`config.mk`:
```
export PLATFORM = sky130hd
export DESIGN_NAME = echo_request_tracking_table_flat
export DESIGN_NICKNAME = d
export VERILOG_FILES = /design/src/hdl/ertt_pkg.sv /design/src/hdl/ertt_if.sv /design/src/hdl/ertt_ram.sv /design/src/hdl/echo_request_tracking_table.sv /design/src/flat_wrapper.sv
export SDC_FILE = /design/constraint.sdc
export NUM_CORES = 2
export LEC_CHECK = 0
export ABC_CLOCK_PERIOD_IN_PS = 18200
export BUFFER_PORTS_ARGS = -buffer_cell sky130_fd_sc_hd__buf_2
export CAP_MARGIN = 30
export CELL_PAD_IN_SITES_DETAIL_PLACEMENT = 1
export CELL_PAD_IN_SITES_GLOBAL_PLACEMENT = 2
export CORE_ASPECT_RATIO = 1.2
export CORE_MARGIN = 1
export CORE_UTILIZATION = 48
export CTS_BUF_LIST = sky130_fd_sc_hd__clkbuf_16
export CTS_CLUSTER_DIAMETER = 80
export DETAILED_ROUTE_END_ITERATION = 8
export PLACE_DENSITY = 0.88
export SLEW_MARGIN = 30
export SYNTH_ARGS = -nofsm -noshare
export SYNTH_HDL_FRONTEND = slang
export SYNTH_HIERARCHICAL = 1
export SYNTH_SLANG_ARGS = --single-unit
```
`constraint.sdc`:
```
create_clock -name i_clk -period 18.2 [get_ports i_clk]
set_clock_uncertainty 0.05 [all_clocks]
set_input_delay 2.73 -clock i_clk [delete_from_list [all_inputs] [get_ports i_clk]]
set_output_delay 2.73 -clock i_clk [all_outputs]
set_load 0.02 [all_outputs]
```
`src/hdl/ertt_pkg.sv`:
```
`default_nettype none
// ----------------------------------------------------------------------------
// ertt_pkg
// Shared types and constants of the echo request tracking table.
// ----------------------------------------------------------------------------
package ertt_pkg;

    localparam int DEFAULT_ENTRIES = 16;
    localparam logic [31:0] TIMEOUT_RESET = 32'd10000;

    localparam logic [2:0] OP_TRACK = 3'd0;
    localparam logic [2:0] OP_REPLY = 3'd1;
    localparam logic [2:0] OP_GET   = 3'd2;
    localparam logic [2:0] OP_NEXT  = 3'd3;
    localparam logic [2:0] OP_HAS   = 3'd4;

    localparam logic [1:0] ST_DONE    = 2'd0;
    localparam logic [1:0] ST_MISS    = 2'd1;
    localparam logic [1:0] ST_PENDING = 2'd2;
    localparam logic [1:0] ST_FULL    = 2'd3;

    // one table row as stored in the entry RAM
    typedef struct packed {
        logic        resolved;
        logic [15:0] id;
        logic [15:0] seq;
        logic [31:0] addr;
        logic [31:0] sent;
        logic [31:0] rtt;
        logic [7:0]  ttl;
        logic [15:0] plen;
    } t_entry;

    localparam int ENTRY_W = $bits(t_entry);

endpackage
`default_nettype wire

```
`src/hdl/ertt_if.sv`:
```
`default_nettype none
// ----------------------------------------------------------------------------
// ertt channel interfaces
// Request, response and timeout configuration channels, valid/ready.
// ----------------------------------------------------------------------------
interface ertt_req_if;
    logic        valid;
    logic        ready;
    logic [2:0]  opcode;
    logic [15:0] echo_id;
    logic [15:0] echo_seq;
    logic [31:0] peer_addr;
    logic [31:0] now_ms;
    logic [7:0]  rx_ttl;
    logic [15:0] payload_len;
    modport source (output valid, opcode, echo_id, echo_seq, peer_addr, now_ms,
                    rx_ttl, payload_len, input ready);
    modport sink   (input valid, opcode, echo_id, echo_seq, peer_addr, now_ms,
                    rx_ttl, payload_len, output ready);
endinterface

interface ertt_rsp_if;
    logic        valid;
    logic        ready;
    logic [1:0]  status;
    logic [15:0] result_seq;
    logic [31:0] rtt_ms;
    logic [7:0]  out_ttl;
    logic [15:0] out_payload_len;
    logic [31:0] reply_addr;
    modport source (output valid, status, result_seq, rtt_ms, out_ttl,
                    out_payload_len, reply_addr, input ready);
    modport sink   (input valid, status, result_seq, rtt_ms, out_ttl,
                    out_payload_len, reply_addr, output ready);
endinterface

interface ertt_cfg_if;
    logic        valid;
    logic        ready;
    logic [31:0] timeout_ms;
    modport source (output valid, timeout_ms, input ready);
    modport sink   (input valid, timeout_ms, output ready);
endinterface
`default_nettype wire

```
`src/hdl/ertt_ram.sv`:
```
`default_nettype none
// ----------------------------------------------------------------------------
// ertt_ram
// Generic single write port RAM with registered read.
// ----------------------------------------------------------------------------
module ertt_ram #(
    parameter int WIDTH = 8,
    parameter int DEPTH = 16,
    localparam int AW = (DEPTH > 1) ? $clog2(DEPTH) : 1
) (
    input  wire logic             i_clk,
    input  wire logic             i_we,
    input  wire logic [AW-1:0]    i_waddr,
    input  wire logic [WIDTH-1:0] i_wdata,
    input  wire logic [AW-1:0]    i_raddr,
    output logic      [WIDTH-1:0] o_rdata
);
    logic [WIDTH-1:0] r_mem [DEPTH];

    always_ff @(posedge i_clk) begin
        if (i_we) begin
            r_mem[i_waddr] <= i_wdata;
        end
        o_rdata <= r_mem[i_raddr];
    end
endmodule
`default_nettype wire

```
`src/hdl/echo_request_tracking_table.sv`:
```
`default_nettype none
// ----------------------------------------------------------------------------
// echo_request_tracking_table
// Flow: a request is captured in idle; opcodes 0..4 then sweep the table, one
//   RAM read per entry for expiry and match, other opcodes skip the sweep.
// Requests: one at a time; the response register frees the input while the
//   result waits.
// Reset (i_rst_n low, synchronous): table empty, timeout back to 10000 ms.
// ----------------------------------------------------------------------------
module echo_request_tracking_table import ertt_pkg::*; #(
    parameter int ENTRIES = DEFAULT_ENTRIES
) (
    input  wire logic i_clk,
    input  wire logic i_rst_n,
    ertt_req_if.sink   i_req,
    ertt_rsp_if.source o_rsp,
    ertt_cfg_if.sink   i_cfg
);
    localparam int IW = (ENTRIES > 1) ? $clog2(ENTRIES) : 1;
    localparam int CW = $clog2(ENTRIES + 1);

    typedef enum logic [1:0] {S_IDLE, S_SWEEP, S_FINISH} t_state;

    t_state r_state;

    // captured request
    logic [2:0]  r_op;
    logic [15:0] r_id, r_seq, r_plen;
    logic [31:0] r_addr, r_now;
    logic [7:0]  r_ttl;

    logic [31:0] r_timeout;

    // valid bits and insertion ranks (0 = oldest, dense over valid entries)
    logic [ENTRIES-1:0] r_valid;
    logic [IW-1:0]      r_rank [ENTRIES];
    logic [CW-1:0]      r_count;

    // sweep pipeline: read issue, then check in the next cycle
    logic [CW-1:0] r_rd_idx;
    logic          r_chk;
    logic [IW-1:0] r_chk_idx;

    // oldest matching entry so far
    logic          r_hit;
    logic [IW-1:0] r_best;
    t_entry        r_best_e;

    // response register
    logic        r_ov;
    logic [1:0]  r_status;
    logic [15:0] r_rseq, r_rplen;
    logic [31:0] r_rtt, r_raddr;
    logic [7:0]  r_rttl;

    t_entry        rd_e;
    logic          ram_we;
    logic [IW-1:0] ram_waddr;
    t_entry        ram_wdata;
    logic [IW-1:0] free_idx;
    logic          fin_go;
    logic          rd_issue;
    logic          is_hit;
    logic [31:0]   age;

    ertt_ram #(
        .WIDTH (ENTRY_W),
        .DEPTH (ENTRIES)
    ) u_ram (
        .i_clk   (i_clk),
        .i_we    (ram_we),
        .i_waddr (ram_waddr),
        .i_wdata (ram_wdata),
        .i_raddr (r_rd_idx[IW-1:0]),
        .o_rdata (rd_e)
    );

    assign i_req.ready = (r_state == S_IDLE);
    assign i_cfg.ready = 1'b1;

    assign o_rsp.valid           = r_ov;
    assign o_rsp.status          = r_status;
    assign o_rsp.result_seq      = r_rseq;
    assign o_rsp.rtt_ms          = r_rtt;
    assign o_rsp.out_ttl         = r_rttl;
    assign o_rsp.out_payload_len = r_rplen;
    assign o_rsp.reply_addr      = r_raddr;

    assign rd_issue = (r_state == S_SWEEP) && (r_rd_idx < CW'(ENTRIES));
    assign fin_go   = (r_state == S_FINISH) && (!r_ov || o_rsp.ready);
    assign age      = r_now - rd_e.sent;

    // lowest free slot for a new request
    always_comb begin
        logic found;
        found    = 1'b0;
        free_idx = '0;
        for (int i = 0; i < ENTRIES; i++) begin
            if (!found && !r_valid[i]) begin
                found    = 1'b1;
                free_idx = IW'(i);
            end
        end
    end

    // match test of the entry under check, by opcode
    always_comb begin
        is_hit = 1'b0;
        unique case (r_op) inside
            OP_REPLY:        is_hit = (rd_e.id == r_id) && (rd_e.seq == r_seq)
                                      && (rd_e.addr == r_addr);
            OP_GET:          is_hit = (rd_e.id == r_id) && (rd_e.seq == r_seq);
            OP_NEXT, OP_HAS: is_hit = (rd_e.id == r_id) && rd_e.resolved;
            default:         is_hit = 1'b0;
        endcase
    end

    // write back: new row on track, updated row on reply
    always_comb begin
        ram_we    = 1'b0;
        ram_waddr = r_best;
        ram_wdata = r_best_e;
        if (r_op == OP_TRACK) begin
            ram_we    = fin_go && (r_count != CW'(ENTRIES));
            ram_waddr = free_idx;
            ram_wdata = '{resolved: 1'b0, id: r_id, seq: r_seq, addr: r_addr,
                          sent: r_now, rtt: '0, ttl: '0, plen: '0};
        end else if (r_op == OP_REPLY) begin
            ram_we             = fin_go && r_hit;
            ram_wdata.resolved = 1'b1;
            ram_wdata.rtt      = r_now - r_best_e.sent;
            ram_wdata.ttl      = r_ttl;
            ram_wdata.plen     = r_plen;
        end
    end

    always_ff @(posedge i_clk) begin
        if (!i_rst_n) begin
            r_state   <= S_IDLE;
            r_timeout <= TIMEOUT_RESET;
            r_valid   <= '0;
            r_count   <= '0;
            r_chk     <= 1'b0;
            r_hit     <= 1'b0;
            r_ov      <= 1'b0;
        end else begin
            if (i_cfg.valid) begin
                r_timeout <= i_cfg.timeout_ms;
            end
            if (r_ov && o_rsp.ready) begin
                r_ov <= 1'b0;
            end

            unique case (r_state)
                S_IDLE: begin
                    if (i_req.valid) begin
                        r_op     <= i_req.opcode;
                        r_id     <= i_req.echo_id;
                        r_seq    <= i_req.echo_seq;
                        r_addr   <= i_req.peer_addr;
                        r_now    <= i_req.now_ms;
                        r_ttl    <= i_req.rx_ttl;
                        r_plen   <= i_req.payload_len;
                        r_rd_idx <= '0;
                        r_chk    <= 1'b0;
                        r_hit    <= 1'b0;
                        // undefined opcodes skip the sweep
                        r_state  <= (i_req.opcode > OP_HAS) ? S_FINISH : S_SWEEP;
                    end
                end

                S_SWEEP: begin
                    r_chk     <= rd_issue;
                    r_chk_idx <= r_rd_idx[IW-1:0];
                    if (rd_issue) begin
                        r_rd_idx <= r_rd_idx + 1'b1;
                    end else if (!r_chk) begin
                        r_state <= S_FINISH;
                    end
                    if (r_chk && r_valid[r_chk_idx]) begin
                        if (age > r_timeout) begin
                            // expired: drop and close the rank gap
                            r_valid[r_chk_idx] <= 1'b0;
                            r_count            <= r_count - 1'b1;
                            for (int j = 0; j < ENTRIES; j++) begin
                                if (r_valid[j] && r_rank[j] > r_rank[r_chk_idx]) begin
                                    r_rank[j] <= r_rank[j] - 1'b1;
                                end
                            end
                        end else if (is_hit &&
                                     (!r_hit || r_rank[r_chk_idx] < r_rank[r_best])) begin
                            r_hit    <= 1'b1;
                            r_best   <= r_chk_idx;
                            r_best_e <= rd_e;
                        end
                    end
                end

                S_FINISH: begin
                    if (fin_go) begin
                        r_state  <= S_IDLE;
                        r_ov     <= 1'b1;
                        r_status <= ST_MISS;
                        r_rseq   <= '0;
                        r_rtt    <= '0;
                        r_rttl   <= '0;
                        r_rplen  <= '0;
                        r_raddr  <= '0;
                        if ((r_op == OP_TRACK) && (r_count == CW'(ENTRIES))) begin
                            r_status <= ST_FULL;
                        end else if (r_op == OP_TRACK) begin
                            r_status          <= ST_DONE;
                            r_valid[free_idx] <= 1'b1;
                            r_rank[free_idx]  <= r_count[IW-1:0];
                            r_count           <= r_count + 1'b1;
                        end else if (r_hit && ((r_op == OP_REPLY) || (r_op == OP_HAS))) begin
                            r_status <= ST_DONE;
                        end else if (r_hit && (r_op == OP_GET) && !r_best_e.resolved) begin
                            r_status <= ST_PENDING;
                        end else if (r_hit && ((r_op == OP_GET) || (r_op == OP_NEXT))) begin
                            // hand out the row and remove it
                            r_status        <= ST_DONE;
                            r_rseq          <= r_best_e.seq;
                            r_rtt           <= r_best_e.rtt;
                            r_rttl          <= r_best_e.ttl;
                            r_rplen         <= r_best_e.plen;
                            r_raddr         <= r_best_e.addr;
                            r_valid[r_best] <= 1'b0;
                            r_count         <= r_count - 1'b1;
                            for (int j = 0; j < ENTRIES; j++) begin
                                if (r_valid[j] && r_rank[j] > r_rank[r_best]) begin
                                    r_rank[j] <= r_rank[j] - 1'b1;
                                end
                            end
                        end
                    end
                end

                default: r_state <= S_IDLE;
            endcase
        end
    end
endmodule
`default_nettype wire
```
`src/flat_wrapper.sv`:
```
// flat-port wrapper written by rule: the top's interface ports become plain ports
module echo_request_tracking_table_flat import ertt_pkg::*;
#(
    parameter int ENTRIES = DEFAULT_ENTRIES
)
  (i_clk, i_rst_n, i_req_valid, i_req_opcode, i_req_echo_id, i_req_echo_seq, i_req_peer_addr, i_req_now_ms, i_req_rx_ttl, i_req_payload_len, i_req_ready, o_rsp_valid, o_rsp_status, o_rsp_result_seq, o_rsp_rtt_ms, o_rsp_out_ttl, o_rsp_out_payload_len, o_rsp_reply_addr, o_rsp_ready, i_cfg_valid, i_cfg_timeout_ms, i_cfg_ready);
  ertt_req_if i_req_i ();
  ertt_rsp_if o_rsp_i ();
  ertt_cfg_if i_cfg_i ();
  input  wire logic i_clk;
  input  wire logic i_rst_n;
  input wire logic [$bits(i_req_i.valid)-1:0] i_req_valid;
  input wire logic [$bits(i_req_i.opcode)-1:0] i_req_opcode;
  input wire logic [$bits(i_req_i.echo_id)-1:0] i_req_echo_id;
  input wire logic [$bits(i_req_i.echo_seq)-1:0] i_req_echo_seq;
  input wire logic [$bits(i_req_i.peer_addr)-1:0] i_req_peer_addr;
  input wire logic [$bits(i_req_i.now_ms)-1:0] i_req_now_ms;
  input wire logic [$bits(i_req_i.rx_ttl)-1:0] i_req_rx_ttl;
  input wire logic [$bits(i_req_i.payload_len)-1:0] i_req_payload_len;
  output wire logic [$bits(i_req_i.ready)-1:0] i_req_ready;
  output wire logic [$bits(o_rsp_i.valid)-1:0] o_rsp_valid;
  output wire logic [$bits(o_rsp_i.status)-1:0] o_rsp_status;
  output wire logic [$bits(o_rsp_i.result_seq)-1:0] o_rsp_result_seq;
  output wire logic [$bits(o_rsp_i.rtt_ms)-1:0] o_rsp_rtt_ms;
  output wire logic [$bits(o_rsp_i.out_ttl)-1:0] o_rsp_out_ttl;
  output wire logic [$bits(o_rsp_i.out_payload_len)-1:0] o_rsp_out_payload_len;
  output wire logic [$bits(o_rsp_i.reply_addr)-1:0] o_rsp_reply_addr;
  input wire logic [$bits(o_rsp_i.ready)-1:0] o_rsp_ready;
  input wire logic [$bits(i_cfg_i.valid)-1:0] i_cfg_valid;
  input wire logic [$bits(i_cfg_i.timeout_ms)-1:0] i_cfg_timeout_ms;
  output wire logic [$bits(i_cfg_i.ready)-1:0] i_cfg_ready;
  assign i_req_i.valid = i_req_valid;
  assign i_req_i.opcode = i_req_opcode;
  assign i_req_i.echo_id = i_req_echo_id;
  assign i_req_i.echo_seq = i_req_echo_seq;
  assign i_req_i.peer_addr = i_req_peer_addr;
  assign i_req_i.now_ms = i_req_now_ms;
  assign i_req_i.rx_ttl = i_req_rx_ttl;
  assign i_req_i.payload_len = i_req_payload_len;
  assign i_req_ready = i_req_i.ready;
  assign o_rsp_valid = o_rsp_i.valid;
  assign o_rsp_status = o_rsp_i.status;
  assign o_rsp_result_seq = o_rsp_i.result_seq;
  assign o_rsp_rtt_ms = o_rsp_i.rtt_ms;
  assign o_rsp_out_ttl = o_rsp_i.out_ttl;
  assign o_rsp_out_payload_len = o_rsp_i.out_payload_len;
  assign o_rsp_reply_addr = o_rsp_i.reply_addr;
  assign o_rsp_i.ready = o_rsp_ready;
  assign i_cfg_i.valid = i_cfg_valid;
  assign i_cfg_i.timeout_ms = i_cfg_timeout_ms;
  assign i_cfg_ready = i_cfg_i.ready;
  echo_request_tracking_table #(.ENTRIES(ENTRIES)) u_core (.i_clk(i_clk), .i_rst_n(i_rst_n), .i_req(i_req_i), .o_rsp(o_rsp_i), .i_cfg(i_cfg_i));
endmodule
```
==> impl_metrics.ini <==
[place]
dp.cells = 10300
gp_routability_congestion = 0.848
hpwl_mm = 205
io_buffers = 267

[power]
p_leak_uw = 0.0474
switching_share_pct = 22.2
powerDensity_nw_per_um2 = 107
power_frac_comb_pct = 5.6
irDropWorstVdd_uv = 82.8
p_sw_uw = 3360
p_int_uw = 11700
clockPowerShare_pct = 41.8
power_frac_seq_pct = 52.6

[worst_setup_path]
critical_path.endpoint = u_core/r_best_e[9]
worstPathRequired_ns = 18.67
critPathLaunchType = register
crit_type = reg2reg
reg2regPathDepth = 23
worstPathArrival_ns = 9.14
rrSetupSlack_ns = 9.53
critPathLaunch = u_core/r_now[0]
timing.rr.start = u_core/r_now[0]
end_kind = register
worstReg2RegEnd = u_core/r_best_e[9]
worst-path-max-fanout = 41

[run_status]
status = complete, no violations

[grt]
track_usage_pct = 27.3
grt_pass1_vias = 73600
antenna_found_initial = 28
grt_pass1_wl_mm = 518
grt_max_degree = 131
grt-ovfl-total = 0

[clock_tree]
cts_buffers = 311
cts_tree = done
cts-htree-levels = 5
cts_root_buf = clkbuf_16
clock_sinks = 3126
clk_pin_slew_worst_paths_ns = 0.06
cts_setup_buffers = 0
clock_latency_ns = 0.92
cts_resized = 0
cts-hold-fix-buffers = 0
clk_path_buf_depth = 4

[cells_and_area]
num-fill-cells = 23000
mostFrequentLayoutCells = edfxtp_1, mux4_2, nand2_1
layout_commonest_cell = edfxtp_1
fin_cells = 10900
seqCellArea_sq_um = 91700
nNetsFinal = 7637
area_growth_syn_to_layout_pct = 12.9
multi_input_area_sq_um = 31300
drive_gt1_share_pct = 22.0

[synth]
ys_seq_area_share_pct = 73.4
ys_seq_elements = 3126
synth_top_area_cell = edfxtp_1
synth.distinct_cells = 80
syn_avg_cell_area_sq_um = 18.4
synth_warnings = 6
synth_cells = 6793
synthesis.area_sq_um = 125000
synth.net_count = 7199
yosysTopAreaCellShare_pct = 69.9
async_flop_share_pct = 0
yosys-top-cells-area = edfxtp_1, mux4_2, dfxtp_1, ha_1, a22oi_1
synth_edf_count = 2907
yosys_most_used_dff = edfxtp_1

[min_path]
hold_depth = 0
hold_class = reg2reg

[routing]
drt_pass1_iterations = 6
post_drt_via_cell_ratio = 6.36
drc = 0
vias = 69300
drt-initial-drc-count = 7992
drtAntennaViolNets = 0
finalWirelength_mm = 360
wl_per_cell_microns = 33.0

[floorplanning]
ios = 269
die_w_microns = 468
core_sq_um = 258000
start_util_pct = 48.4
core.rowCount = 204
die_area_sq_um = 262000
die_y_microns = 561

[sta]
worstMarginPinSlew_ns = 1.11
finalCritPeriodShare_pct = 47.6
tns_ns = 0
hold_viol = 0
fmax_mhz = 115
relSlewSlack_pct = 25.8
rsz0062_at_grt = false
setup_violations = 0
drv_slew = 0
min_period_ns = 8.67

[run]
maxCapViolations = 0
## registers in the layout, indices dropped and copies added, names as in the netlist, 4 cells and up, named ones only
signal / count
u_core/u_ram/r_mem: 2448
u_core/r_best_e: 153
u_core/u_ram/o_rdata: 153
u_core/r_rank: 64
u_core/o_rsp.reply_addr: 32
u_core/o_rsp.rtt_ms: 32
u_core/r_addr: 32
u_core/r_now: 32
u_core/r_timeout: 32
u_core/o_rsp.out_payload_len: 16
u_core/o_rsp.result_seq: 16
u_core/r_id: 16
u_core/r_plen: 16
u_core/r_seq: 16
u_core/r_valid: 16
u_core/o_rsp.out_ttl: 8
u_core/r_ttl: 8
u_core/r_count: 5
u_core/r_rd_idx: 5
u_core/r_best: 4
u_core/r_chk_idx: 4
## layer usage
layer	share of wire, %	GRT usage (%)	wire [microns]	up-vias
met3	8.3	4.33	30000	649
li1	-	-	-	28100
met5	0.019	0	68	-
met2	50	45.5	179000	3789
met4	3.2	9.10	11400	10
met1	39	36.7	139000	36800
## power by group through the flow
stage          Combinational, uW  Sequential [uW]  Clock (uW)
3_3_place_gp                 795             8070           0
5_1_grt                      901             7930        6610
6_report                     845             7930        6310
3_5_place_dp                 830             8080           0
2_1_floorplan                536             8060           0
4_1_cts                      841             7930        6400
## Yosys cell counts, types with 94 or more instances
cell	count
xnor2_1	94
a21oi_1	170
edfxtp_1	2907
inv_1	159
a22oi_1	256
and2_1	111
nand2_1	508
nor2_1	185
clkbuf_1	202
mux4_2	607
o21ai_0	151
ha_1	244
dfxtp_1	219
## how the worst min path moves through the flow
stage | endpoint | startpoint | slack (ns)
final | u_core/r_best_e[35] | u_core/u_ram/o_rdata[35] | 0.36
after global routing | u_core/r_best_e[20] | u_core/u_ram/o_rdata[20] | 0.36
after CTS | u_core/r_best_e[35] | u_core/u_ram/o_rdata[35] | 0.36
after detailed placement | u_core/r_best_e[32] | u_core/u_ram/o_rdata[32] | 0.34
after global placement | u_core/r_best_e[52] | u_core/u_ram/o_rdata[52] | 0.34
after floorplan | u_core/r_best_e[0] | u_core/u_ram/o_rdata[0] | 0.34
## per-stage QoR
stage	setup WS, ns	hold WS, ns	area [sq um]	power [uW]	utilization [%]
2_1_floorplan	3.38	0.336	125000	8600	-
3_3_place_gp	9.75	0.338	131000	8870	50.6
3_5_place_dp	9.52	0.340	131000	8910	50.7
4_1_cts	9.47	0.355	141000	15200	54.5
5_1_grt	9.03	0.356	141000	15400	54.6
6_report	9.53	0.356	141000	15100	54.6
## worst max-delay path: stages, from the launching register on
cell,delay (ns)
edfxtp_1,0.37
inv_1,0.11
ha_1,0.19
inv_1,0.07
fa_1,0.42
a211oi_1,0.32
o21ai_0,0.17
o21ai_0,0.20
o21ai_0,0.27
a21oi_1,0.39
o21ai_0,0.30
a211oi_1,0.45
a21oi_1,0.14
xor2_1,0.17
ha_1,0.30
a21o_1,0.17
a21oi_1,0.15
o21ai_0,0.17
nor4_1,0.94
nor2_1,0.32
nor3_1,0.25
and3_4,0.73
buf_4,0.79
buf_4,0.78
## cell type report
type / instances / area share, %
antenna: 13 / 0.0231
inverter: 160 / 0.429
timing repair buffer: 451 / 2.28
clock buffer: 316 / 5.61
clock inverter: 250 / 1.39
multi-input combinational: 3181 / 22.2
tap: 3399 / 3.02
sequential: 3126 / 65.0
## cell families (layout without fill, tap and decap cells)
group,after synthesis,after routing,synth area share [%]
fa+ha+maj,246,246,2.48
compound gates,851,851,4.57
flops,3126,3126,73.4
other cells,1,14,0.00300
mux,765,765,12.4
simple gates,1168,1168,4.40
buf+inv,486,1177,1.72
xor+xnor,150,150,1.05
Note: power is estimated with default switching activity, not from simulation.
